==> config.mk <==
export PLATFORM = sky130hd
export DESIGN_NAME = content_hex_segment_decoder
export DESIGN_NICKNAME = d
export VERILOG_FILES = /design/src/rtl/chsd_pkg.sv /design/src/rtl/chsd_ram.sv /design/src/rtl/content_hex_segment_decoder.sv
export SDC_FILE = /design/constraint.sdc
export NUM_CORES = 1
export LEC_CHECK = 0
export BUFFER_PORTS_ARGS = -buffer_cell sky130_fd_sc_hd__buf_2
export CORE_ASPECT_RATIO = 0.9
export CORE_MARGIN = 2
export CORE_UTILIZATION = 67
export DETAILED_ROUTE_END_ITERATION = 12
export GPL_TIMING_DRIVEN = 0
export PLACE_DENSITY = 0.82
export SLEW_MARGIN = 20
export SYNTH_ARGS = -nofsm -noshare
export SYNTH_HDL_FRONTEND = slang
export SYNTH_HIERARCHICAL = 1
export SYNTH_SLANG_ARGS = --single-unit
==> constraint.sdc <==
create_clock -name clock -period 9.28 [get_ports clock]
set_clock_uncertainty 0.15 [all_clocks]
set_input_delay 1.392 -clock clock [delete_from_list [all_inputs] [get_ports clock]]
set_output_delay 1.392 -clock clock [all_outputs]
set_load 0.1 [all_outputs]
==> src/rtl/chsd_pkg.sv <==
`timescale 1ns / 1ps
// chsd_pkg: constants, character helpers and sequencer states for the
// content hex segment decoder. no dependencies.
package chsd_pkg;

   localparam int SEG_MAX = 32;
   localparam int SEG_AW  = $clog2(SEG_MAX);
   localparam int LEN_W   = $clog2(SEG_MAX + 1);

   localparam logic [7:0] PIPE_CH  = 8'h7C;
   localparam logic [7:0] SPACE_CH = 8'h20;

   typedef enum logic [2:0] {
      ST_IDLE,
      ST_READ,
      ST_PROC,
      ST_TAIL,
      ST_FINISH
   } state_type;

   typedef struct packed {
      logic [7:0] byte_out;
      logic       has_data;
      logic       overflow;
   } result_type;

   function automatic logic is_digit(input logic [7:0] c);
      is_digit = (c >= 8'h30) && (c <= 8'h39);
   endfunction

   function automatic logic is_hex(input logic [7:0] c);
      is_hex = is_digit(c) || ((c >= 8'h61) && (c <= 8'h66))
               || ((c >= 8'h41) && (c <= 8'h46));
   endfunction

   // letters a-f and A-F share their low nibble: 1..6 maps to 10..15
   function automatic logic [3:0] hex_nibble(input logic [7:0] c);
      hex_nibble = is_digit(c) ? c[3:0] : c[3:0] + 4'd9;
   endfunction

endpackage

==> src/rtl/chsd_ram.sv <==
`timescale 1ns / 1ps
// chsd_ram: generic single write port, single read port ram with registered read.
// no dependencies.
module chsd_ram #(
   parameter int WIDTH = 8,
   parameter int DEPTH = 32
) (
   input  logic                     clock,
   input  logic                     wr_en,
   input  logic [$clog2(DEPTH)-1:0] wr_addr,
   input  logic [WIDTH-1:0]         wr_data,
   input  logic                     rd_en,
   input  logic [$clog2(DEPTH)-1:0] rd_addr,
   output logic [WIDTH-1:0]         rd_data
);

   logic [WIDTH-1:0] mem_ff [DEPTH];
   logic [WIDTH-1:0] rd_data_ff;

   always_ff @(posedge clock) begin
      if (wr_en) begin
         mem_ff[wr_addr] <= wr_data;
      end
      if (rd_en) begin
         rd_data_ff <= mem_ff[rd_addr];
      end
   end

   assign rd_data = rd_data_ff;

endmodule

==> src/rtl/content_hex_segment_decoder.sv <==
`timescale 1ns / 1ps
// content_hex_segment_decoder: pipe segment hex decoder, top level.
// depends on chsd_pkg and chsd_ram.
//
//   channel | direction | tdata          | tlast          | tuser
//   req_    | in        | char_in        | end_of_string  | -
//   rsp_    | out       | byte_out       | last_of_run    | has_data, string_done, overflow
//
// a plain character is accepted, then handed over to the output register.
// a segment close walks the segment ram entry by entry (read, then decode) after the
// accept; characters inside a segment are stored in the segment ram as they are taken.
// one result is held back so the last one of a transaction can carry tlast.
// reset is synchronous and clears the sequencer and segment state; no clearing pass.
// a stalled output freezes the walk; input is not taken until the item is finished.
module content_hex_segment_decoder
   import chsd_pkg::*;
(
   input  logic       clock,
   input  logic       reset,
   input  logic       req_tvalid,
   output logic       req_tready,
   input  logic [7:0] req_tdata,   // [7:0] char_in
   input  logic       req_tlast,
   output logic       rsp_tvalid,
   input  logic       rsp_tready,
   output logic [7:0] rsp_tdata,   // [7:0] byte_out
   output logic       rsp_tlast,
   output logic [2:0] rsp_tuser    // [0] has_data, [1] string_done, [2] overflow
);

   state_type state_ff, state_in;

   logic             in_seg_ff, in_seg_in;
   logic [LEN_W-1:0] seg_len_ff, seg_len_in;
   logic             all_hex_ff, all_hex_in;
   logic             seg_ovf_ff, seg_ovf_in;
   logic             eos_ff, eos_in;
   logic             marker_ovf_ff, marker_ovf_in;
   logic [LEN_W-1:0] idx_ff, idx_in;
   logic [7:0]       acc_ff, acc_in;
   logic             active_ff, active_in;

   logic             pend_valid_ff, pend_valid_in;
   result_type       pend_ff, pend_in;

   logic             rsp_valid_ff, rsp_valid_in;
   result_type       rsp_ff, rsp_in;
   logic             rsp_last_ff, rsp_last_in;
   logic             rsp_done_ff, rsp_done_in;

   logic             accept;
   logic             can_push;
   logic             emit_req;
   logic [7:0]       emit_byte;
   logic             blocked;

   logic             ram_we;
   logic [SEG_AW-1:0] ram_waddr;
   logic             ram_re;
   logic [7:0]       ram_rdata;

   assign req_tready = (state_ff == ST_IDLE);
   assign accept     = req_tvalid && req_tready;
   assign can_push   = !rsp_valid_ff || rsp_tready;

   chsd_ram #(
      .WIDTH(8),
      .DEPTH(SEG_MAX)
   ) u_seg_ram (
      .clock  (clock),
      .wr_en  (ram_we),
      .wr_addr(ram_waddr),
      .wr_data(req_tdata),
      .rd_en  (ram_re),
      .rd_addr(idx_ff[SEG_AW-1:0]),
      .rd_data(ram_rdata)
   );

   // next state
   always_comb begin
      state_in = state_ff;
      unique case (state_ff)
         ST_IDLE: begin
            if (accept) begin
               if (!in_seg_ff) begin
                  if (req_tdata != PIPE_CH || req_tlast) begin
                     state_in = ST_FINISH;
                  end
               end else if (req_tdata == PIPE_CH || req_tlast) begin
                  state_in = ST_READ;
               end
            end
         end
         ST_READ: begin
            state_in = (idx_ff == seg_len_ff) ? ST_TAIL : ST_PROC;
         end
         ST_PROC: begin
            if (!blocked) state_in = ST_READ;
         end
         ST_TAIL: begin
            if (!blocked) state_in = ST_FINISH;
         end
         ST_FINISH: begin
            if (!blocked) state_in = ST_IDLE;
         end
         default: state_in = ST_IDLE;
      endcase
   end

   // datapath and outputs
   always_comb begin
      in_seg_in     = in_seg_ff;
      seg_len_in    = seg_len_ff;
      all_hex_in    = all_hex_ff;
      seg_ovf_in    = seg_ovf_ff;
      eos_in        = eos_ff;
      marker_ovf_in = marker_ovf_ff;
      idx_in        = idx_ff;
      acc_in        = acc_ff;
      active_in     = active_ff;
      pend_valid_in = pend_valid_ff;
      pend_in       = pend_ff;
      rsp_valid_in  = rsp_valid_ff && !rsp_tready;
      rsp_in        = rsp_ff;
      rsp_last_in   = rsp_last_ff;
      rsp_done_in   = rsp_done_ff;
      emit_req      = 1'b0;
      emit_byte     = ram_rdata;
      blocked       = 1'b0;
      ram_we        = 1'b0;
      ram_waddr     = seg_len_ff[SEG_AW-1:0];
      ram_re        = 1'b0;

      unique case (state_ff)
         ST_IDLE: begin
            if (accept) begin
               eos_in        = req_tlast;
               marker_ovf_in = 1'b0;
               idx_in        = '0;
               acc_in        = '0;
               active_in     = 1'b0;
               if (!in_seg_ff) begin
                  if (req_tdata == PIPE_CH) begin
                     // a closing end of string here gives just the empty marker
                     in_seg_in = !req_tlast;
                  end else begin
                     pend_valid_in = 1'b1;
                     pend_in       = '{byte_out: req_tdata, has_data: 1'b1, overflow: 1'b0};
                  end
               end else if (req_tdata != PIPE_CH) begin
                  if (!is_hex(req_tdata) && req_tdata != SPACE_CH) all_hex_in = 1'b0;
                  if (seg_len_ff < LEN_W'(SEG_MAX)) begin
                     ram_we     = 1'b1;
                     seg_len_in = seg_len_ff + LEN_W'(1);
                  end else begin
                     seg_ovf_in = 1'b1;
                  end
                  marker_ovf_in = (seg_len_ff < LEN_W'(SEG_MAX)) ? seg_ovf_ff : 1'b1;
               end
            end
         end
         ST_READ: begin
            ram_re = (idx_ff != seg_len_ff);
         end
         ST_PROC: begin
            if (all_hex_ff) begin
               if (ram_rdata == SPACE_CH) begin
                  emit_req  = active_ff;
                  emit_byte = acc_ff;
               end
            end else begin
               emit_req = 1'b1;
            end
            blocked = emit_req && pend_valid_ff && !can_push;
            if (!blocked) begin
               idx_in = idx_ff + LEN_W'(1);
               if (all_hex_ff) begin
                  if (ram_rdata == SPACE_CH) begin
                     active_in = 1'b0;
                     acc_in    = '0;
                  end else begin
                     active_in = 1'b1;
                     acc_in    = {acc_ff[3:0], hex_nibble(ram_rdata)};
                  end
               end
            end
         end
         ST_TAIL: begin
            emit_req  = all_hex_ff && active_ff;
            emit_byte = acc_ff;
            blocked   = emit_req && pend_valid_ff && !can_push;
         end
         ST_FINISH: begin
            blocked = (pend_valid_ff || eos_ff) && !can_push;
            if (!blocked) begin
               if (pend_valid_ff) begin
                  rsp_valid_in  = 1'b1;
                  rsp_in        = pend_ff;
                  rsp_last_in   = 1'b1;
                  rsp_done_in   = eos_ff;
                  pend_valid_in = 1'b0;
               end else if (eos_ff) begin
                  rsp_valid_in = 1'b1;
                  rsp_in       = '{byte_out: 8'h00, has_data: 1'b0, overflow: marker_ovf_ff};
                  rsp_last_in  = 1'b1;
                  rsp_done_in  = 1'b1;
               end
               in_seg_in  = 1'b0;
               seg_len_in = '0;
               all_hex_in = 1'b1;
               seg_ovf_in = 1'b0;
            end
         end
         default: ;
      endcase

      // hold back one result so the final one of the transaction can be marked
      if (emit_req && !blocked) begin
         if (pend_valid_ff) begin
            rsp_valid_in = 1'b1;
            rsp_in       = pend_ff;
            rsp_last_in  = 1'b0;
            rsp_done_in  = 1'b0;
         end
         pend_valid_in = 1'b1;
         pend_in       = '{byte_out: emit_byte, has_data: 1'b1, overflow: seg_ovf_ff};
      end
   end

   always_ff @(posedge clock) begin
      if (reset) begin
         state_ff      <= ST_IDLE;
         in_seg_ff     <= 1'b0;
         seg_len_ff    <= '0;
         all_hex_ff    <= 1'b1;
         seg_ovf_ff    <= 1'b0;
         pend_valid_ff <= 1'b0;
         rsp_valid_ff  <= 1'b0;
      end else begin
         state_ff      <= state_in;
         in_seg_ff     <= in_seg_in;
         seg_len_ff    <= seg_len_in;
         all_hex_ff    <= all_hex_in;
         seg_ovf_ff    <= seg_ovf_in;
         pend_valid_ff <= pend_valid_in;
         rsp_valid_ff  <= rsp_valid_in;
      end
      eos_ff        <= eos_in;
      marker_ovf_ff <= marker_ovf_in;
      idx_ff        <= idx_in;
      acc_ff        <= acc_in;
      active_ff     <= active_in;
      pend_ff       <= pend_in;
      rsp_ff        <= rsp_in;
      rsp_last_ff   <= rsp_last_in;
      rsp_done_ff   <= rsp_done_in;
   end

   assign rsp_tvalid = rsp_valid_ff;
   assign rsp_tdata  = rsp_ff.byte_out;
   assign rsp_tlast  = rsp_last_ff;
   assign rsp_tuser  = {rsp_ff.overflow, rsp_done_ff, rsp_ff.has_data};

   // the segment length never passes the buffer size
   assert property (@(posedge clock) disable iff (reset)
      seg_len_ff <= LEN_W'(SEG_MAX))
      else $error("segment length beyond buffer");

   // the walk index stays within the stored segment
   assert property (@(posedge clock) disable iff (reset)
      (state_ff == ST_READ || state_ff == ST_PROC) |-> idx_ff <= seg_len_ff)
      else $error("walk index past segment end");

   // no held-back result survives into an idle cycle
   assert property (@(posedge clock) disable iff (reset)
      (state_ff == ST_IDLE) |-> !pend_valid_ff)
      else $error("pending result left behind");

   // an empty marker only ever closes a string
   assert property (@(posedge clock) disable iff (reset)
      (rsp_valid_ff && !rsp_ff.has_data) |-> (rsp_last_ff && rsp_done_ff))
      else $error("empty marker not at end of string");

endmodule
==> results list, run 1 <==
* Status: finished, final reports clean
- CTS tree: yes
- Largest fanout on the critical path: 37
* Post-layout instance area: 0.0145 mm2
- Transition time at the pin with the least slew margin: 0.922 ns
- FF+latch area: 0.00923 mm2
- Of the synthesized area, sequential elements account for 70.4%.
- Sum of negative setup slack: 0 ns
- Area after detailed placement: 0.0136 mm2
- Combinational logic is responsible for 8.3% of the overall power.
- Summing the areas of all fa, ha and maj instances in the mapped netlist gives 0.477% of the synthesized area.
- For this run, the detailed router's first-pass iteration total came to 6.
- Root Driver: sky130_fd_sc_hd__clkbuf_16
* Clock sink count: 316
* Ranking of synthesized cells by area: sky130_fd_sc_hd__edfxtp_1 (66%), sky130_fd_sc_hd__mux4_2 (14%), sky130_fd_sc_hd__dfxtp_1 (4.0%)
- The synthesized design contains 290 enable-type register cells.
- In this run the post-CTS setup repair buffer count came out at 0.
* Net switching power of the design: 0.000711 W
- The initial utilization of the core area, before any placement, comes to 68.4%.
- Clock latency on the worst-skew pair, taken at its later pin, is 0.56 ns.
* IO Pins: 27
- Of all flip-flops after synthesis, the portion carrying an async set or reset was 0%.
- Share of synthesized area spent on multiplexers: 15.5%
- Max frequency: 232 MHz
- The final layout contains routed wiring with a total length of 29500 um.
- From synthesis to final layout, the design area changed by 10.9%.
- The total overflow left after global routing is 0.
* CP Launch Type: input port
* Power per cell area: 211 mW/mm2
* Switching share of power: 23.2%
* Post-detailed-placement half-perimeter wirelength: 18000 um
* Max Cap Viol: 0
* Number of vias per cell: 7.04
* Data required time at the worst endpoint: 9.32 ns
* Worst rel slew slack: 37.5%
- Worst-case hold slack: 0.295 ns
- Summing the areas of all compound-gate instances in the mapped netlist gives 4.13% of the synthesized area.
- Via count of the first global-routing pass: 7195
- In this run, synthesis produced a sequential element count of 316.
- Unrepaired setup endpoints after global routing: false
- From left edge to right edge, the die measures 151 um.
- The floorplan step defined a core boundary enclosing 0.0192 mm2.
- By count the netlist is led by sky130_fd_sc_hd__edfxtp_1 (290), sky130_fd_sc_hd__mux4_2 (80), sky130_fd_sc_hd__nor2_1 (64).
* Simple-gate share of the synthesized area: 6.55%
- Minimum clock period after layout: 4.31 ns
- Initial antenna violation count: 0
* Top cell type's share of synthesized area: 66.4%
- The floorplan has 48 rows.
* Cell type contributing the most total cell area after synthesis: sky130_fd_sc_hd__edfxtp_1
* Ant diodes: 0
- Worst hold path class: reg -> reg
- Reg power frac: 51.7%
- The die covers 0.0207 mm2.
- Clock-pin slew was measured on the worst setup and hold paths at 0.06 ns.
- Share of layout cells above drive strength 1: 24.4%
- The longest clock path from root to sink contains 3 buffers.
- Netlist area before placement: 0.0131 mm2
- Worst-case setup slack after placement: 4.50 ns
- For this run, the post-layout net count is 805.
- Number of violations reported at the end of detailed-routing iteration 0: 915
* Die H: 137 um
- Data on the critical path arrives at its endpoint at 4.35 ns.
- Measured on the finished design, the core utilization comes to 75.9%.
- Synthesis produced 729 cells.
* Total DRC errors in the routed layout: 0
* Largest net degree at the start of global routing: 39
- CTS built an H-tree with a depth of 1.
- The worst setup path is captured at a flip-flop.
* Number of buffers created by CTS: 30
- Yosys warning total: 6
* Port Buffers: 26
- The congestion estimate from routability-driven global placement came to 0.892.
* Flip-flop cell with the highest count after synthesis: sky130_fd_sc_hd__edfxtp_1
- Area of the multi-input gates: 0.00364 mm2
- Worst vdd rail ir drop: 0.000177 V
* # setup viols final: 0
- In this run, post-CTS hold repair placed 0 buffers.
- Final hold violation count: 0
* Combinational family with the most area after synthesis: multiplexers
* Share of the clock period used by the worst path after layout: 46.5%
- Total nets after synthesis: 747
- After detailed routing, the average wire length per cell comes to 27.8 um.
- Cells resized by post-CTS repair: 0
* Setup slack of the critical path after layout: 4.97 ns
- Number of distinct standard cells referenced by the synthesized netlist: 63
* # fillers: 1032
* Global-route wire length before repair: 44000 um
* Cell with the most instances after synthesis: sky130_fd_sc_hd__edfxtp_1
- The routed layout has 7451 vias.
- Synthesized-area fraction occupied by xor and xnor cells: 1.07%
* Global routing usage summed across all routing layers: 29.6%
- The count of nets left with antenna violations once routing finished came out at 0.
- Synthesized area per cell: 18.0 um2
- Of the total power, the clock network draws 40.0%.
- By startpoint and endpoint, the worst setup path is classified as in -> reg.
- Internal power component: 0.00235 W
- Count of final max-slew check failures: 0
* Static Leakage: 4.64 nW
-- power by group through the flow --
stage	Clock, W	Combinational (W)	Sequential, W
6_report	0.00123	0.000253	0.00158
3_3_place_gp	0	0.000241	0.00161
4_1_cts	0.00124	0.000251	0.00158
3_5_place_dp	0	0.000247	0.00161
2_1_floorplan	0	0.000112	0.00168
5_1_grt	0.00129	0.000264	0.00159
-- per-layer routing --
layer	track usage [%]	vias to the layer above	wire, um
met1	42.7	3846	11300
met5	0	-	0
met3	5.17	62	2820
li1	-	3059	-
met4	7.27	0	754
met2	48.3	484	14600
-- flip-flops by register name, summed over array words and instances, names as in the netlist, 2 cells and up --
signal             count
rsp_tuser              2
state_ff               3
u_seg_ram/mem_ff     256
acc_ff                 8
u_seg_ram/rd_data      8
seg_len_ff             6
idx_ff                 6
pend_ff                9
rsp_tdata              8
-- path summary, 6_finish.rpt --
path	cells past startpoint	slack, ns	from	end
setup reg to reg	9	5.54	state_ff[0]	u_seg_ram/mem_ff[4][0]
hold reg to reg	2	0.29	rsp_tlast	rsp_tlast
setup / recovery	7	4.97	req_tdata[0]	u_seg_ram/mem_ff[4][0]
hold / removal	2	0.29	rsp_tlast	rsp_tlast
-- critical path, cell delays in order --
cell and delay, ns:
sky130_fd_sc_hd__buf_2 0.59, sky130_fd_sc_hd__or4b_1 0.32, sky130_fd_sc_hd__o211ai_1 0.20, sky130_fd_sc_hd__nor2_1 0.34
sky130_fd_sc_hd__or3b_2 0.48, sky130_fd_sc_hd__clkbuf_1 0.29, sky130_fd_sc_hd__nor2_1 0.72
-- cell type report --
| class | instances | share of cell area [%] |
|---|---|---|
| flip-flops and latches | 316 | 63.5 |
| multi-input cells | 362 | 25.0 |
| clock buffers | 36 | 5.32 |
| well taps | 250 | 2.15 |
| clock inverters | 17 | 1.49 |
| plain buffers | 35 | 1.25 |
| repair buffers | 26 | 0.895 |
| inverters | 16 | 0.413 |
-- metrics by stage --
stage	total power (W)	instances
6_report	0.00306	1058
5_1_grt	0.00314	1058
4_1_cts	0.00307	1058
3_5_place_dp	0.00186	1005
3_3_place_gp	0.00185	1005
2_1_floorplan	0.00179	729
-- cell usage in the layout, fill, tap and decap left out, types with 12 or more instances in the layout --
cell,instances
sky130_fd_sc_hd__edfxtp_1,290
sky130_fd_sc_hd__mux4_2,80
sky130_fd_sc_hd__nor2_1,64
sky130_fd_sc_hd__buf_2,30
sky130_fd_sc_hd__clkbuf_16,30
sky130_fd_sc_hd__dfxtp_1,26
sky130_fd_sc_hd__clkbuf_1,21
sky130_fd_sc_hd__nand2_1,19
sky130_fd_sc_hd__mux2_2,19
sky130_fd_sc_hd__a21oi_1,17
sky130_fd_sc_hd__inv_1,16
sky130_fd_sc_hd__o21ai_0,15
sky130_fd_sc_hd__xnor2_1,14
sky130_fd_sc_hd__nand3_1,12
-- cell families (layout without fill, tap and decap cells) --
family	Yosys count	in the layout
AO/OA/AOI/OAI	80	80
XOR/XNOR	16	16
adder cells (fa/ha/maj)	5	5
buffers and inverters	51	130
flip-flops	316	316
multiplexers	101	101
AND/OR/NAND/NOR	160	160
Power figures use the tool's default switching activity.
==> run 2: changes to the inputs <==
CORE_UTILIZATION = 56   (was 67)
PLACE_DENSITY = 0.73   (was 0.82)
clock period = 3.8 ns   (was 9.28 ns; I/O delays follow)
==> run 2 against run 1 <==
Effect of this change: utilization decreased by 13 points; clock-buffer cell count up 2; combinational power increased by 140%; global-route usage down 6.8 points; clock power rose to 2.5 times the previous value; routed wire length is 8.4% lower; sequential cell count stayed put; worst hold slack worse by 0.19 ns; die area increased by 19%; critical path type is now reg -> reg.
==> results list, run 2 (same netlist as run 1, synthesis figures left out) <==
* Largest fanout on the critical path: 10 (was 37)
* Power per cell area: 517 mW/mm2 (was 211 mW/mm2)
- Max frequency: 266 MHz
- The kind of critical path is reg -> reg (was in -> reg).
- Data required time at the worst endpoint: 3.82 ns (was 9.32 ns)
- Global-route wire length before repair: 41400 um (was 44000 um)
* Number of placement rows: 53 (was 48)
- The count of nets after finishing came to 805 (unchanged).
* Gate power share: 8.0% (was 8.3%)
- The clock power share is 40.8% (was 40.0%).
- The final setup violation count is 0 (unchanged).
* Overall via count from detail_route: 7006 (was 7451)
- The via count of the first global-routing pass came to 6913 (was 7195).
- Worst vdd rail ir drop: 0.000457 V (was 0.000177 V)
- The total count of max-transition violations in the final report is 0 (unchanged).
- The fraction of power consumed by sequential logic was 51.1% (was 51.7%).
- Top reg by flops: u_seg_ram/mem_ff (unchanged)
* Average routed wire per standard cell: 24.3 um (was 27.8 um)
* Starting density of the core: 56.6% (was 68.4%)
* Std-Cell Core Area: 0.0231 mm2 (was 0.0192 mm2)
- Number of antenna-violating nets in the routed design: 0 (unchanged)
- CTS tree: yes (unchanged)
- The last weighted congestion value of the routability-driven placer was 0.929 (was 0.892).
- Die H: 149 um (was 137 um)
* Number of buffers on the longest clock path: 3 (unchanged)
* H-tree levels: 1 (unchanged)
* Switching share of power: 22.3% (was 23.2%)
- Initial antenna violation count: 0 (unchanged)
* Static Leakage: 4.66 nW (was 4.64 nW)
- Number of vias per cell: 6.30 (was 7.04)
- Max Cap Viol: 0 (unchanged)
* Clock latency at the later pin of the worst-skew pair: 0.56 ns (about the same)
- Total DRC errors in the routed layout: 0 (unchanged)
- Global routing usage summed across all routing layers: 22.8% (was 29.6%)
* Post-detailed-placement half-perimeter wirelength: 17900 um (was 18000 um)
- The total iterations of the first detailed-routing run was 5 (was 6).
- Largest net degree at the start of global routing: 39 (unchanged)
- Top library cells by usage in the layout, fill and taps aside: sky130_fd_sc_hd__edfxtp_1 (290), sky130_fd_sc_hd__mux4_2 (80), sky130_fd_sc_hd__nor2_1 (64) (unchanged)
* Status: finished, final reports clean (unchanged)
* Ant diodes: 0 (unchanged)
* Hold buffers post-CTS: 0 (unchanged)
- The final non-filler cell area is 0.0146 mm2 (was 0.0145 mm2).
- The transition at the pin with the smallest max-transition slack came to 1.04 ns (was 0.922 ns).
- The total length of routed wires is 27000 um (was 29500 um).
* Share of layout cells above drive strength 1: 24.0% (was 24.4%)
* Root Driver: sky130_fd_sc_hd__clkbuf_16 (unchanged)
* Net switching power of the design: 0.00169 W (was 0.000711 W)
* Worst hold path class: in -> reg (was reg -> reg)
* Most common library cell in the layout ignoring fill and taps: sky130_fd_sc_hd__edfxtp_1 (unchanged)
- The number of buffers created by CTS is 30 (unchanged).
- Clock-pin transition on the worst setup and hold timing paths: 0.07 ns (was 0.06 ns)
* Critical path arrival: 3.77 ns (was 4.35 ns)
* Number of violations reported at the end of detailed-routing iteration 0: 896 (was 915)
* CP Launch Type: flip-flop (was input port)
- Final std cells w/o fill: 1112 (was 1058)
- The number of buffers added on ports was 26 (unchanged).
* Hold Crit Depth: 1 (was 2)
* Area after detailed placement: 0.0136 mm2 (about the same)
- The number of cells traversed by the worst register-to-register path was 9 (unchanged).
* Share of the clock period used by the worst path after layout: 98.8%
* Final hold violation count: 0 (unchanged)
* Clock sink count: 316 (unchanged)
* Congestion Overflow GR: 0 (unchanged)
- Area growth, synth to finish: 11.7% (was 10.9%)
* Internal power component: 0.00588 W (was 0.00235 W)
* X dimension of the die: 165 um (was 151 um)
* DIE AREA: 0.0246 mm2 (was 0.0207 mm2)
* Placed Cells: 1057 (was 1005)
* Critical Path Sink Type: flip-flop (unchanged)
- Largest registers: u_seg_ram/mem_ff: 256 flops, pend_ff: 9 flops (unchanged)
- Unrepaired setup endpoints after global routing: true (was false)
- The flip-flop count of the largest register after layout was 256 (unchanged).
- The total I/O pin count came to 27 (unchanged).
* Worst rel slew slack: 30.1% (was 37.5%)
- Minimum clock period after layout: 3.75 ns
==> run 2: changes by cell type in the layout (fill, tap and decap cells not counted) <==
cell	change
sky130_fd_sc_hd__clkinv_1	+3
sky130_fd_sc_hd__a21boi_0	+1
sky130_fd_sc_hd__bufinv_16	+2
sky130_fd_sc_hd__clkinv_2	-2
sky130_fd_sc_hd__a21boi_1	-1
sky130_fd_sc_hd__clkinvlp_4	-2
sky130_fd_sc_hd__clkbuf_1	+2
sky130_fd_sc_hd__clkinv_8	-1
==> run 2: metal layers <==
layer | global-route usage, % | vias up | wire [um]
met4 | 5.30 | 0 | 641
met3 | 3.61 | 38 | 2080
met2 | 35.3 | 275 | 12700
li1 | - | 3056 | -
met1 | 34.9 | 3637 | 11600
met5 | 0 | - | 0
==> run 2: power groups by stage <==
stage	clock [W]	combinational (W)	sequential (W)
after floorplan	0	0.000274	0.00410
after global placement	0	0.000592	0.00394
after detailed placement	0	0.000607	0.00394
after CTS	0.00313	0.000609	0.00387
after global routing	0.00327	0.000643	0.00387
final	0.00309	0.000609	0.00387
==> run 2: through the flow <==
stage          total power [W]  hold WS, ns  setup TNS, ns  util, %  worst slack (ns)
2_1_floorplan          0.00438        0.287              0        -             0.413
3_3_place_gp           0.00453        0.279          -5.07     58.8            -0.114
3_5_place_dp           0.00455        0.291         -14.29     58.8            -0.280
4_1_cts                0.00761       0.0909              0     63.3             0.102
5_1_grt                0.00779       0.0890          -6.55     63.3            -0.132
6_report               0.00757        0.104              0     63.3            0.0471
==> run 2: cell type report <==
cell class                 count  area [um2]
clock buffer                  38         781
clock inverter                17         246
buffer                        35         181
multi-input combinational    362        3640
tap                          302         378
timing repair buffer          26         130
inverter                      16        60.1
fill                        1560        8500
sequential                   316        9230
==> run 2: critical path, cell delays in order, from the launching register on <==
cell,delay (ns)
sky130_fd_sc_hd__dfxtp_1,0.33
sky130_fd_sc_hd__buf_2,0.18
sky130_fd_sc_hd__or3_1,0.43
sky130_fd_sc_hd__inv_1,0.09
sky130_fd_sc_hd__buf_2,0.22
sky130_fd_sc_hd__nand2_1,0.17
sky130_fd_sc_hd__nor2_1,0.38
sky130_fd_sc_hd__or3b_2,0.47
sky130_fd_sc_hd__clkbuf_1,0.26
sky130_fd_sc_hd__nor2_1,0.69
==> run 2: final timing paths <==
path                startpoint                      end  slack [ns]
setup reg to reg   state_ff[0]  u_seg_ram/mem_ff[24][0]        0.05
setup / recovery   state_ff[0]  u_seg_ram/mem_ff[24][0]        0.05
hold / removal       req_tlast                   eos_ff        0.10
hold reg to reg   rsp_tdata[3]             rsp_tdata[3]        0.30
==> run 2: timing repair <==
action	CTS	global route
gates resized for setup	0	0
buffers inserted	0	0
endpoints found under the setup margin	0	64
hold endpoints to repair	0	0
